$ cat config.mk
export PLATFORM = sky130hd
export DESIGN_NAME = bss_div
export DESIGN_NICKNAME = d
export VERILOG_FILES = /design/src/box_similarity_score_assert.svh /design/src/bss_div.sv
export SDC_FILE = /design/constraint.sdc
export NUM_CORES = 1
export LEC_CHECK = 0
export BUFFER_PORTS_ARGS = -buffer_cell sky130_fd_sc_hd__buf_2
export CORE_ASPECT_RATIO = 1.75
export CORE_MARGIN = 4
export CORE_UTILIZATION = 52
export CTS_BUF_LIST = sky130_fd_sc_hd__clkbuf_2 sky130_fd_sc_hd__clkbuf_4 sky130_fd_sc_hd__clkbuf_8
export DETAILED_ROUTE_END_ITERATION = 12
export PLACE_DENSITY = 0.73
export RECOVER_POWER = 50
export SETUP_SLACK_MARGIN = 0.15
export SYNTH_ARGS = -nofsm -noshare
export SYNTH_HDL_FRONTEND = slang
export SYNTH_SLANG_ARGS = --single-unit
$ cat constraint.sdc
create_clock -name clock -period 3.3 [get_ports clock]
set_input_delay 0.33 -clock clock [delete_from_list [all_inputs] [get_ports clock]]
set_output_delay 0.33 -clock clock [all_outputs]
set_load 0.02 [all_outputs]
$ cat src/box_similarity_score_assert.svh
// Assertion macros shared by the box similarity RTL.
// No dependencies; included by box_similarity_score, the module that carries checks.
`ifndef BOX_SIMILARITY_SCORE_ASSERT_SVH
`define BOX_SIMILARITY_SCORE_ASSERT_SVH

// Same-cycle implication, masked while reset is high.
`define BSS_CHECK_IMPL(lbl, clk, rst, ante, cons) \
   lbl: assert property (@(posedge clk) disable iff (rst) (ante) |-> (cons)) \
      else $error("bss check failed");

// Next-cycle implication, active through reset.
`define BSS_CHECK_NEXT(lbl, clk, ante, cons) \
   lbl: assert property (@(posedge clk) (ante) |=> (cons)) \
      else $error("bss check failed");

`endif

$ cat src/bss_div.sv
// Pipelined restoring fraction divider, one quotient bit per stage.
// Depends on nothing; quotient = floor(2^(QUOT_W-1) * num / den) for num <= den.
module bss_div #(
   parameter int DATA_W = 16,
   parameter int QUOT_W = 17
) (
   input  logic              clock,
   input  logic              en,
   input  logic [DATA_W-1:0] num,
   input  logic [DATA_W-1:0] den,
   output logic [QUOT_W-1:0] quot
);

   logic [DATA_W-1:0] rem_ff [QUOT_W];
   logic [DATA_W-1:0] den_ff [QUOT_W];
   logic [QUOT_W-1:0] q_ff   [QUOT_W];

   for (genvar i = 0; i < QUOT_W; i++) begin : g_stage
      logic [DATA_W:0]   trial;
      logic [DATA_W-1:0] d_cur;
      logic [QUOT_W-1:0] q_prev;
      logic              ge;
      logic [DATA_W-1:0] rem_in;
      logic [QUOT_W-1:0] q_in;

      if (i == 0) begin : g_first
         assign trial  = {1'b0, num};
         assign d_cur  = den;
         assign q_prev = '0;
      end else begin : g_next
         assign trial  = {rem_ff[i-1], 1'b0};
         assign d_cur  = den_ff[i-1];
         assign q_prev = q_ff[i-1];
      end

      always_comb begin
         logic [DATA_W:0] diff;
         diff   = trial - {1'b0, d_cur};
         ge     = (trial >= {1'b0, d_cur});
         rem_in = ge ? diff[DATA_W-1:0] : trial[DATA_W-1:0];
         q_in   = {q_prev[QUOT_W-2:0], ge};
      end

      always_ff @(posedge clock) begin
         if (en) begin
            rem_ff[i] <= rem_in;
            den_ff[i] <= d_cur;
            q_ff[i]   <= q_in;
         end
      end
   end

   assign quot = q_ff[QUOT_W-1];

endmodule

Word-level counts from Yosys, hierarchy flattened:

Memories as Yosys holds them, arrays and structs flattened.
Cells that the tools add are included.

* add/subtract/negate cells: 17
* $lt $le $gt $ge: 17
* mux-type cells: 19

Operators by type and width (number)
* 17-bit by 16-bit greater-or-equal comparator with 1-bit output: 16
* 16-bit 2-to-1 mux: 17
* 16-bit subtractor: 17
* 16-bit greater-or-equal comparator: 1
* 1-bit 2-to-1 mux: 2

* flip-flop bits (word level): 0
* bits in writable memories: 833
* output and inout bits: 17
* memories: 3

Memory list
* q_ff: words 17, width 17, rd ports 17, clocked after Yosys merged registers in 0, wr ports 17, line bss_div.sv:16 `logic [QUOT_W-1:0] q_ff [QUOT_W];`
* den_ff: words 17, width 16, rd ports 16, clocked after Yosys merged registers in 0, wr ports 17, line bss_div.sv:15 `logic [DATA_W-1:0] den_ff [QUOT_W];`
* rem_ff: words 17, width 16, rd ports 16, clocked after Yosys merged registers in 0, wr ports 17, line bss_div.sv:14 `logic [DATA_W-1:0] rem_ff [QUOT_W];`

Depth between registers and ports, before layout:

An unclocked memory read counts as a cell.

* depth after elaboration: 3
* gate-level depth with buffers: 12
* depth with buffers taken out: 11

Worst setup path after synthesis:

Ideal clock, no wire load.

* path type: reg-to-reg
* start: mem rem_ff[2][5], in the netlist rem_ff[0][37]
* end: mem rem_ff[3][9], in the netlist rem_ff[0][57], data pin
* library setup time: 0.260 ns
* arrival time: 2.815 ns
* data required time: 3.040 ns
* setup slack: 0.225 ns
* cell stages (with the launch flop): 10
* path buffers: 1
* cells stage by stage: edfxtp_1 ha_1 a21o_1 a311o_1 or3_1 o2111a_1 o21a_1 o31ai_4 buf_6 mux2_4

RTL lines (line)
* start: declaration: bss_div.sv:14

==> impl_metrics.csv <==
group,metric,value,unit
status,status,"complete, but fails checks",
status,violations,"capacitance limit, slew limit",
worst_setup_path,critPathCaptureType,"register",
clocking,htreeDepth,3,
synth,synth_top_area_share,56.16,%
clocking,cts-buffers-inserted,98,
die,die_w,205.7,um
final_layout,final_cells,4142,
worst_setup_path,cpPeakStageDelay,0.40,ns
die,start_util,52.57,%
sta,relSlewSlack,-81.78,%
worst_setup_path,cp.depth,10,
global_routing,grt_usage,22.73,%
drt,firstDrtPassIters,8,
placement,portBuffers,50,
clocking,clk_pin_slew,0.06,ns
sta,fin_ws,0.06874,ns
global_routing,grt_max_degree,153,
drt,drtIter0Drc,1159,
worst_setup_path,r2r_end,"rem_ff[0][50]",
clocking,clock_latency,0.77,ns
power,powerDensity,967.5,nW/um^2
die,io_pins,51,
worst_setup_path,crit-reg2reg-launch,"rem_ff[0][36]",
synth,syn_nets,3231,
global_routing,grt_pass1_wl,128400,um
worst_setup_path,reg2reg_depth,10,
synth,ys_seq_area_share,56.16,%
sta,post-route-period-util,97.92,%
placement,dp_worst_setup_slack,-0.2142,ns
worst_setup_path,path_class,"register to register",
sta,whs,0.08695,ns
worst_setup_path,worstSetupStartpointType,"register",
placement,place_congestion,1.031,
flow_run,maxCapViolations,5,
worst_setup_path,path_buf_inv,2,
final_layout,regArea,19970,um^2
drt,viasPerCell,5.730,
drt,route.met3.wl,3057,um
synth,synth_flop_cell,"edfxtp_1",
worst_setup_path,path_delay_family,"compound AO/OA/AOI/OAI gates",
worst_setup_path,endpoint,"rem_ff[0][50]",
worst_setup_path,required,3.80,ns
synth,ys_ff_latch,665,
final_layout,multi_input_area,14510,um^2
sta,skew,0.05483,ns
global_routing,grt-ovfl-total,0,
worst_setup_path,startpoint,"rem_ff[0][36]",
min_path,holdPathStages,3,
worst_setup_path,path_max_fanout,6,
drt,antenna_left,0,
synth,synth.distinct_cells,79,
power,ir_drop,0.4343,mV
synth,synth_area_leaders,"edfxtp_1, ha_1, mux2_2",
synth,synth_top_area_cell,"edfxtp_1",
final_layout,drive_above_1_share,16.33,%
sta,fmax,0.3095,GHz
drt,drc,0,
synth,syn-instance-count,2910,
drt,vias,23730,
placement,dp.cells,3904,
final_layout,nFillCells,5211,
die,core,67630,um^2
synth,ys_warn_count,0,
synth,syn_area,35560,um^2
clocking,clockBufferDepth,3,
worst_setup_path,path_cells,"ha_1 > a21o_1 > a311o_1 > or3_4 > o2111a_1 > o21a_2 > o31ai_4 > buf_6 > buf_12 > mux2_4",
global_routing,grt_pass1_vias,25450,
final_layout,nets,3487,
sta,period_needed,3.231,ns
sta,rsz0062_at_grt,"yes",
global_routing,antenna_found_initial,1,
sta,tightestPinTransition,2.727,ns
synth,async_reset_ff_share,0,%
die,die_h,353.9,um
worst_setup_path,slowest_stage,"edfxtp_1",
drt,drt_wl_total,84230,um
die,rows,126,
drt,routed-wl-met2,48910,um
power,p_leak,16.31,nW
synth,syn-mean-instance-area,12.22,um^2
sta,final-max-slew-violation-count,617,
min_path,hp-class,"input pin to register",
clocking,root_buffer,"clkbuf_8",
drt,wl_per_cell,20.34,um
worst_setup_path,r2r_setup_slack,0.07,ns
sta,setup_viol,0,
die,die-area,72790,um^2
worst_setup_path,arrival,3.73,ns
clocking,cts_tree,"built",
final_layout,area_growth,13.60,%
placement,hpwl,63330,um
drt,met1_length,23070,um
clocking,cts_sinks,665,
synth,synth_edf_count,665,
sta,hold_viol,0,
drt,top_layer_used,"met4",
synth_stat cells, drive strengths merged (58+ instances only):
library cell	n
nor3	62
inv	328
edfxtp	665
o21ai	149
nand2	129
mux2	149
a21oi	182
o21a	58
xor2	62
nor2	197
ha	271
xnor2	103
sequential cells by signal, summed over array words and instances, names as in the netlist:
name	count
rem_ff	256
q_ff	153
den_ff	256
cells by family (layout without fill, tap and decap cells):
family	Yosys count	in the layout	synth area share, %
compound gates	650	650	11.85
flops	665	665	56.16
mux	160	160	5.092
simple gates	625	625	8.530
xor+xnor	165	165	4.064
other cells	0	1	0
buf+inv	358	693	3.860
fa+ha+maj	287	287	10.44
metrics by stage:
step | total power, mW | TNS, ns | instance area, um^2 | utilization, %
2_1_floorplan | 25.89 | 0 | 35560 | -
3_5_place_dp | 31.23 | -4.080 | 37630 | 55.64
5_1_grt | 41.48 | -0.08091 | 40390 | 59.72
6_report | 39.08 | 0 | 40390 | 59.72
3_3_place_gp | 30.40 | -1.427 | 37630 | 55.64
4_1_cts | 38.40 | 0 | 40050 | 59.21
metal layers:
| metal | track usage [%] | up-vias |
|---|---|---|
| met5 | 0 | - |
| met3 | 4.086 | 371 |
| met2 | 46.04 | 673 |
| met4 | 20.60 | 0 |
| li1 | - | 11260 |
| met1 | 16.59 | 11430 |
timing repair:
action | 4_1_cts | 5_1_grt
gates cloned | 0 | 2
hold buffers | 27 | 0
endpoints found under the hold margin | 27 | 0
resized for setup | 16 | 50
setup buffers | 6 | 23
pin swaps | 3 | 22
endpoints found under the setup margin | 85 | 130
worst min path at each step:
stage	from	endpoint	slack, ns
floorplan	q_ff[0][85]	q_ff[0][103]	0.40
global placement	q_ff[0][234]	q_ff[0][252]	0.40
detailed placement	q_ff[0][138]	q_ff[0][156]	0.40
CTS	num[9]	rem_ff[0][9]	0.001
global route	num[9]	rem_ff[0][9]	0.06
finish	num[5]	rem_ff[0][5]	0.09
worst register-to-register path, delay by kind of cell, from the launching register on:
kind	cells	cell delay (ns)
compound gates	5	1.32
flops	1	0.40
simple gates	1	0.38
buf+inv	2	0.31
mux	1	0.31
fa+ha+maj	1	0.28
cell usage in the layout, fill, tap and decap left out, types with 40 or more instances in the layout:
cell      Yosys  routed
a21o_1       49      48
a21oi_1     181     175
buf_4         3      81
clkbuf_4      0      40
clkbuf_8      0      98
edfxtp_1    665     665
ha_1        271     265
inv_1       327     324
mux2_2      143     138
nand2_1     129     129
nand4_1      40      40
nor2_1      197     196
nor2b_1      49      47
nor3_1       62      62
o21a_1       58      55
o21ai_0     146     142
xnor2_1     103     103
xor2_1       62      62
report_power, final:
part / leakage, nW / internal, mW / switching, mW
Clock: 1.07 / 3.58 / 3.30
Combinational: 8.73 / 8.79 / 9.61
Sequential: 6.51 / 12.5 / 1.27
layout make-up:
type	instances	area share, %
Sequential cell	665	49.44
Multi-Input combinational cell	1887	35.91
Clock buffer	135	4.027
Timing Repair Buffer	186	3.801
Inverter	328	3.054
Tap cell	896	2.776
Clock inverter	44	0.9851
Antenna cell	1	0.006195
No activity file was read; power rests on OpenSTA's default activity.
