==> src/box_similarity_score_assert.svh <==
// Assertion macros shared by the box similarity RTL.
// No dependencies; included by box_similarity_score, the module that carries checks.
`ifndef BOX_SIMILARITY_SCORE_ASSERT_SVH
`define BOX_SIMILARITY_SCORE_ASSERT_SVH

// Same-cycle implication, masked while reset is high.
`define BSS_CHECK_IMPL(lbl, clk, rst, ante, cons) \
   lbl: assert property (@(posedge clk) disable iff (rst) (ante) |-> (cons)) \
      else $error("bss check failed");

// Next-cycle implication, active through reset.
`define BSS_CHECK_NEXT(lbl, clk, ante, cons) \
   lbl: assert property (@(posedge clk) (ante) |=> (cons)) \
      else $error("bss check failed");

`endif

==> src/bss_pkg.sv <==
// Shared types and constants for the box similarity score pipeline.
// No dependencies.
package bss_pkg;

   // weights of 0.5 / 0.3 / 0.2 scaled by ten
   localparam int unsigned IOU_WEIGHT     = 5;
   localparam int unsigned SHAPE_WEIGHT   = 3;
   localparam int unsigned DIS_WEIGHT     = 2;
   // divide by ten done as halve, then divide by five
   localparam int unsigned SCORE_HALF_DIV = 5;

   typedef struct packed {
      logic valid;
      logic degenerate;
   } pipe_ctrl_type;

endpackage

==> src/bss_combine.sv <==
// Weighted sum of the three ratios and divide by ten, three register stages.
// Uses bss_pkg for weights and the divisor.
module bss_combine import bss_pkg::*; #(
   parameter int FRAC_BITS = 16,
   localparam int F = FRAC_BITS
) (
   input  logic          clock,
   input  logic          reset,
   input  logic          en,
   input  pipe_ctrl_type ctrl_in,
   input  logic [F:0]    iou_q,
   input  logic [F:0]    sh_q,
   input  logic [F:0]    dis_q,
   output logic          out_valid,
   output logic [F:0]    score,
   output logic          degenerate
);

   localparam int SW          = F + 4;
   localparam int HW          = F + 3;
   localparam int RECIP_SHIFT = F + 5;
   localparam int RW          = RECIP_SHIFT - 2;
   localparam longint unsigned RECIP = (64'd1 << RECIP_SHIFT) / SCORE_HALF_DIV;
   localparam logic [F:0] ONE = {1'b1, {F{1'b0}}};

   pipe_ctrl_type ctrl_a_ff, ctrl_b_ff;
   logic [HW-1:0]    half_a_ff, half_b_ff;
   logic [HW+RW-1:0] prod_ff;
   logic [SW-1:0]    sum;
   logic [F:0]       q0, q_fix;
   logic [HW-1:0]    rem;
   logic [F:0]       score_ff;
   logic             valid_ff, deg_ff;

   always_comb begin
      sum = SW'(IOU_WEIGHT) * SW'(iou_q)
          + SW'(SHAPE_WEIGHT) * SW'(ONE - sh_q)
          + SW'(DIS_WEIGHT) * SW'(ONE - dis_q);
   end

   // reciprocal estimate is low by at most one
   assign q0    = (F+1)'(prod_ff >> RECIP_SHIFT);
   assign rem   = half_b_ff - HW'(SW'(SCORE_HALF_DIV) * SW'(q0));
   assign q_fix = (rem >= HW'(SCORE_HALF_DIV)) ? q0 + 1'b1 : q0;

   always_ff @(posedge clock) begin
      if (en) begin
         half_a_ff <= sum[SW-1:1];
         half_b_ff <= half_a_ff;
         prod_ff   <= {{RW{1'b0}}, half_a_ff} * {{HW{1'b0}}, RW'(RECIP)};
         score_ff  <= ctrl_b_ff.degenerate ? '0 : q_fix;
      end
   end

   always_ff @(posedge clock) begin
      if (reset) begin
         ctrl_a_ff <= '0;
         ctrl_b_ff <= '0;
         valid_ff  <= 1'b0;
         deg_ff    <= 1'b0;
      end else if (en) begin
         ctrl_a_ff <= ctrl_in;
         ctrl_b_ff <= ctrl_a_ff;
         valid_ff  <= ctrl_b_ff.valid;
         deg_ff    <= ctrl_b_ff.degenerate;
      end
   end

   assign out_valid  = valid_ff;
   assign score      = score_ff;
   assign degenerate = deg_ff;

endmodule

==> config.mk <==
export PLATFORM = sky130hd
export DESIGN_NAME = bss_combine
export DESIGN_NICKNAME = d
export VERILOG_FILES = /design/src/box_similarity_score_assert.svh /design/src/bss_pkg.sv /design/src/bss_combine.sv
export SDC_FILE = /design/constraint.sdc
export NUM_CORES = 1
export LEC_CHECK = 0
export ABC_AREA = 0
export CORE_MARGIN = 2
export CORE_UTILIZATION = 45
export DETAILED_ROUTE_END_ITERATION = 10
export DONT_BUFFER_PORTS = 1
export SETUP_SLACK_MARGIN = 0.5
export SYNTH_ARGS = -nofsm -noshare
export SYNTH_HDL_FRONTEND = slang
export SYNTH_SLANG_ARGS = --single-unit
==> constraint.sdc <==
create_clock -name clock -period 7.26 [get_ports clock]
set_clock_uncertainty 0.05 [all_clocks]
set_input_delay 0.363 -clock clock [delete_from_list [all_inputs] [get_ports clock]]
set_output_delay 0.363 -clock clock [all_outputs]
set_load 0.01 [all_outputs]
Yosys cells after proc, flatten, opt, wreduce, memory -nomap -nowiden. Cells that the tools add are included.

Add/subtract/negate cells: 6. Multiply operators: 4. Divide/modulo/power cells: 0. Magnitude comparators: 1. Eq/ne operators: 0. Shift operators: 0. Mux-type cells: 1. Bitwise gates (word level): 0. Reductions and logical operators: 0.

Operators with widths (count): $add 20x20->20 (2); $mul 19x18->37 const B (1); $sub 17x17->18 const A (2); $mul 2x20->20 const A (1); $mul 3x17->20 const A (1); $ge 19x3->1 const B (1); $mul 3x17->19 const A (1); $sub 19x19->19 (1); $add 17x1->17 const B (1); $mux 17 (1).

Register bits after elaboration: 98. Bits in latches: 0. RAM bits: 0. Bits in read-only memories: 0. Bits of input ports: 56. Output and inout bits: 19. Logic and storage cells: 22. Memories kept: 0.

Depth between registers and ports, before layout.
Word-level depth: 4. Gate-level depth with buffers: 22. Gate-level depth less buffers: 22.

Least setup slack after synthesis. OpenSTA, ideal clock, no wires.

Path kind: reg2reg. Start: reg half_a_ff[2]. End: reg prod_ff[37] (data pin). Setup time: 0.260 ns. Arrival time: 5.787 ns. Data required time: 6.950 ns. Slack: 1.163 ns. Stages on the path, launching flop included: 22. Buffers on the path: 0. Period minus slack after synthesis: 6.097 ns. Path through: edfxtp_1 ha_1 xor2_1 ha_1 or2_2 fa_1 fa_1 fa_1 inv_1 fa_1 inv_1 ha_1 a21o_1 a21oi_1 nor3b_1 inv_1 o21a_1 a31oi_1 o21ai_1 a311o_1 a21oi_1 xnor2_1.

Cells in the longest elaborated chain, start to end: 1.

Ends and longest elaborated chain: start: declaration (RTL line bss_combine.sv:27) `logic [HW-1:0] half_a_ff, half_b_ff;`; start signal: assignment (RTL line bss_combine.sv:48) `half_a_ff <= sum[SW-1:1];`; $mul 19x18->37 (RTL line bss_combine.sv:50) `prod_ff <= {{RW{1'b0}}, half_a_ff} * {{HW{1'b0}}, RW'(RECIP)};`; end signal: assignment (RTL line bss_combine.sv:50); end: declaration (RTL line bss_combine.sv:28) `logic [HW+RW-1:0] prod_ff;`.

Every way passes these cells. A chain may end at the register's enable or synchronous reset.

Worst setup path in the final report.
Start: reg half_a_ff[3]. End: reg prod_ff[37] (data pin).

The elaborated chain is that of the path after synthesis.

==> impl.org <==
** Worst setup path
- Counting stages on the worst path, the most repeated cell is fa_1.
- Counting cells, the worst reg-to-reg path comes to 21.
- CP Data Required Time :: 7310 ps
- Cell with the biggest individual delay on the critical path :: fa_1
- Largest stage delay on the critical path :: 540 ps
- The worst setup path is launched from a register.
- STA classifies the critical path endpoint as a register.
- Critical Path, Cell by Cell :: buf_4, ha_1, xor2_1, ha_1, fa_1, fa_1, fa_1, inv_1, fa_1, inv_1, ha_1, a21o_1, a21oi_1, nor3b_1, inv_1, o21a_1, a31oi_2, o21ai_1, a311o_1, a21oi_1, xnor2_1
- The worst setup path is of the register to register kind.
- Arrival time of the worst setup path :: 6520 ps
- Along the worst path, the maximum fanout reaches 6.

** Floorplan
- The die covers 30,600 sq um.
- Row generation in the floorplan step produced 62 rows.
- Initial standard-cell utilization of the core :: 0.458
- Floorplan die width :: 175 microns
- I/O pins :: 75
- The die is 175 microns tall.
- Core area :: 28,700 sq um

** Min path
- Kind of path behind the tightest hold check :: input port to register
- Along the worst hold path, the cell count comes to 1.

** Synth
- Number of enable flip-flop cells after synthesis :: 72
- Total standard cell area after synthesis :: 13,100 sq um
- Mean area per synthesized cell :: 10.1 sq um
- Post-Synthesis Net Count :: 1,754
- In the synthesized netlist the dominant register cell turns out to be edfxtp_1.
- Number of standard cells after synthesis :: 1,296
- Seq/Total Area, Yosys :: 0.174
- Leading post-synthesis cells by cell area :: fa_1 27%, ha_1 21%, edfxtp_1 16%, inv_1 9.7%, xnor2_1 3.5%
- Post-synth cell types :: 69
- In this run, synthesis produced a sequential element count of 78.
- Synth async-reset ratio :: 0
- Of the post-synthesis cell area, the dominant cell type holds 0.270.
- Synth area leader :: fa_1
- Yosys warnings :: 0

** Routing
- Average wire length per cell after detail routing :: 16.2 microns
- Number of DRC markers after the initial detailed-route iteration :: 412
- Total DRC errors in the routed layout :: 0
- Total wire length :: 27,400 microns
- Routed Antenna Nets :: 0
- Pre-Repair DR Iteration Count :: 5
- For this block, the via count after detailed routing is 8,606.
- Vias per Instance :: 5.07

** STA
- Measured slew at the worst slew-check pin :: 866 ps
- Across all hold checks on the routed design, the worst slack comes to 19.4 ps.
- Headroom to the max-slew limit came out at 0.417.
- After routing, the total negative slack on setup checks comes to 0 ps.
- Final Max Tran Viols :: 0
- Setup violations remaining at the end of the flow were counted as 0.
- Timing would allow up to 154 MHz.
- RSZ-0062 raised after global routing :: no
- The worst path needs 6470 ps of the cycle, external delays included.
- Final worst-path cycle share :: 0.892
- Final-report hold violation count :: 0

** Placed design
- Count of input and output buffers :: 0
- At the end of routability-driven placement, the weighted congestion stood at 0.887.
- Once detailed placement completed, the half-perimeter wirelength came to 23,900 microns.

** Finish
- Fin nets :: 1,765
- From synthesis to final layout, the design area changed by 6.04%.
- Number of antenna repair diodes :: 0
- Layout cells sized above 1 :: 0.0412

** Clock tree
- No sink is reached through more buffers than the 2 on the longest clock path.
- The tree built by TritonCTS fans out to 78 sinks.
- TritonCTS built the clock tree.
- In this run the number of H-tree levels came out at 3.
- After clock tree synthesis, the clock-pin slew on the worst setup and hold paths is 70 ps.
- Clock tree synthesis selected as its root buffer the cell clkbuf_16.
- Worst-Skew Late Latency :: 360 ps
- Clock buffer count from CTS :: 9

** Outcome
- The run finished with clean final reports.

** Global route
- The first global-routing pass estimated 45,900 microns of wire.
- Initial antenna violation count :: 0
- Summed over all layers, the global routing overflow is 0.
- Total global-route track usage :: 0.191
- Entering global routing, the biggest net connects 79 pins.
- Vias in the first global route :: 9,079

** Run
- The tool flagged a number of max-cap violations equal to 0.
## Yosys cell counts (3+ instances only)
master / n
nor3_2: 3
o21a_1: 6
and3_1: 8
and2_1: 14
nor2b_1: 11
clkbuf_1: 5
edfxtp_1: 72
mux2i_1: 7
or4_1: 7
dfxtp_1: 6
ha_1: 225
a21oi_1: 43
xnor2_1: 53
nor2_1: 65
nor4_1: 6
nand3_1: 20
o2111ai_1: 4
xor2_1: 38
o211ai_1: 3
nand2_1: 31
inv_1: 340
or2_2: 4
a21o_1: 16
o21ai_1: 3
nand2b_1: 9
nor3_1: 14
fa_1: 177
nand4_1: 12
a21boi_0: 3
o31ai_1: 4
or3_1: 6
o21bai_1: 8
o21ai_0: 16
a31oi_1: 6
mux2_4: 5
## critical path: cells and delay by family (launching register included)
kind	cells	cell delay [ps]
AO/OA/AOI/OAI	7	1660
buffers and inverters	4	360
flip-flops	1	510
AND/OR/NAND/NOR	1	260
XOR/XNOR	2	310
adder cells (fa/ha/maj)	7	3080
## kinds of logic (layout without fill, tap and decap cells)
family                     after synthesis  in the layout  share of synthesized area
AOI/OAI and AO/OA                      135            135                     0.0718
xor gates and xnor gates                92             92                     0.0624
adders and majority gates              402            402                      0.484
buffers and inverters                  346            362                     0.0994
DFF                                     78             78                      0.174
muxes                                   15             15                     0.0136
and+or+nand+nor                        228            228                     0.0955
## layer usage
metal	share of wire	GRT usage	vias up
li1	-	-	4228
met1	0.44	0.248	4146
met2	0.49	0.331	194
met3	0.040	0.0274	38
met4	0.026	0.0566	0
met5	0	0	-
## worst paths after layout
| path | from | end | slack [ps] |
|---|---|---|---|
| setup reg to reg | half_a_ff[3]$_DFFE_PP_ | prod_ff[37]$_DFFE_PP_ | 790 |
| setup / recovery | half_a_ff[3]$_DFFE_PP_ | prod_ff[37]$_DFFE_PP_ | 790 |
| hold / removal | reset | ctrl_b_ff[0]$_SDFFE_PP0P_ | 20 |
| hold reg to reg | ctrl_a_ff[0]$_SDFFE_PP0P_ | ctrl_b_ff[0]$_SDFFE_PP0P_ | 450 |
## state kept, by name, summed over array words and instances, names as in the netlist
name / flops
prod_ff: 17
score: 17
half_a_ff: 19
out_valid: 1
ctrl_a_ff: 2
ctrl_b_ff: 2
degenerate: 1
half_b_ff: 19
## timing repair
item,4_1_cts,5_1_grt
setup endpoints to repair,0,2
setup buffers,0,6
endpoints found under the hold margin,0,0
resized for setup,0,2
hold buffers,0,0
## layout by cell type (no fill, tap or decap), types with 9 or more instances in the layout
cell       synthesis  final
nand2_1           31     31
nor3_1            14     14
xor2_1            38     38
inv_1            340    340
nand3_1           20     20
edfxtp_1          72     72
nor2b_1           11     11
a21o_1            16     16
clkbuf_16          0      9
fa_1             177    177
and2_1            14     14
nand4_1           12     12
a21oi_1           43     43
o21ai_0           16     16
ha_1             225    224
xnor2_1           53     53
nor2_1            65     65
nand2b_1           9      9
## stage by stage
stage	area, sq um	instances	util	setup WS [ps]
floorplan	13100	1296	-	1160
global placement	13600	1674	0.474	824
detailed placement	13600	1674	0.474	692
CTS	13900	1690	0.484	664
global route	13900	1696	0.486	513
finish	13900	1696	0.486	785
## area by class of cell
class                      instances  area [sq um]
clock buffer                       9           225
clock inverter                     7          63.8
fill                            2792         14800
inverter                         340          1280
multi-input combinational        872          9560
sequential                        78          2280
tap                              384           480
timing repair buffer               6          45.0
Power is not shown: default switching activity piles up to over one toggle a cycle in this logic, so the estimate is an artifact.
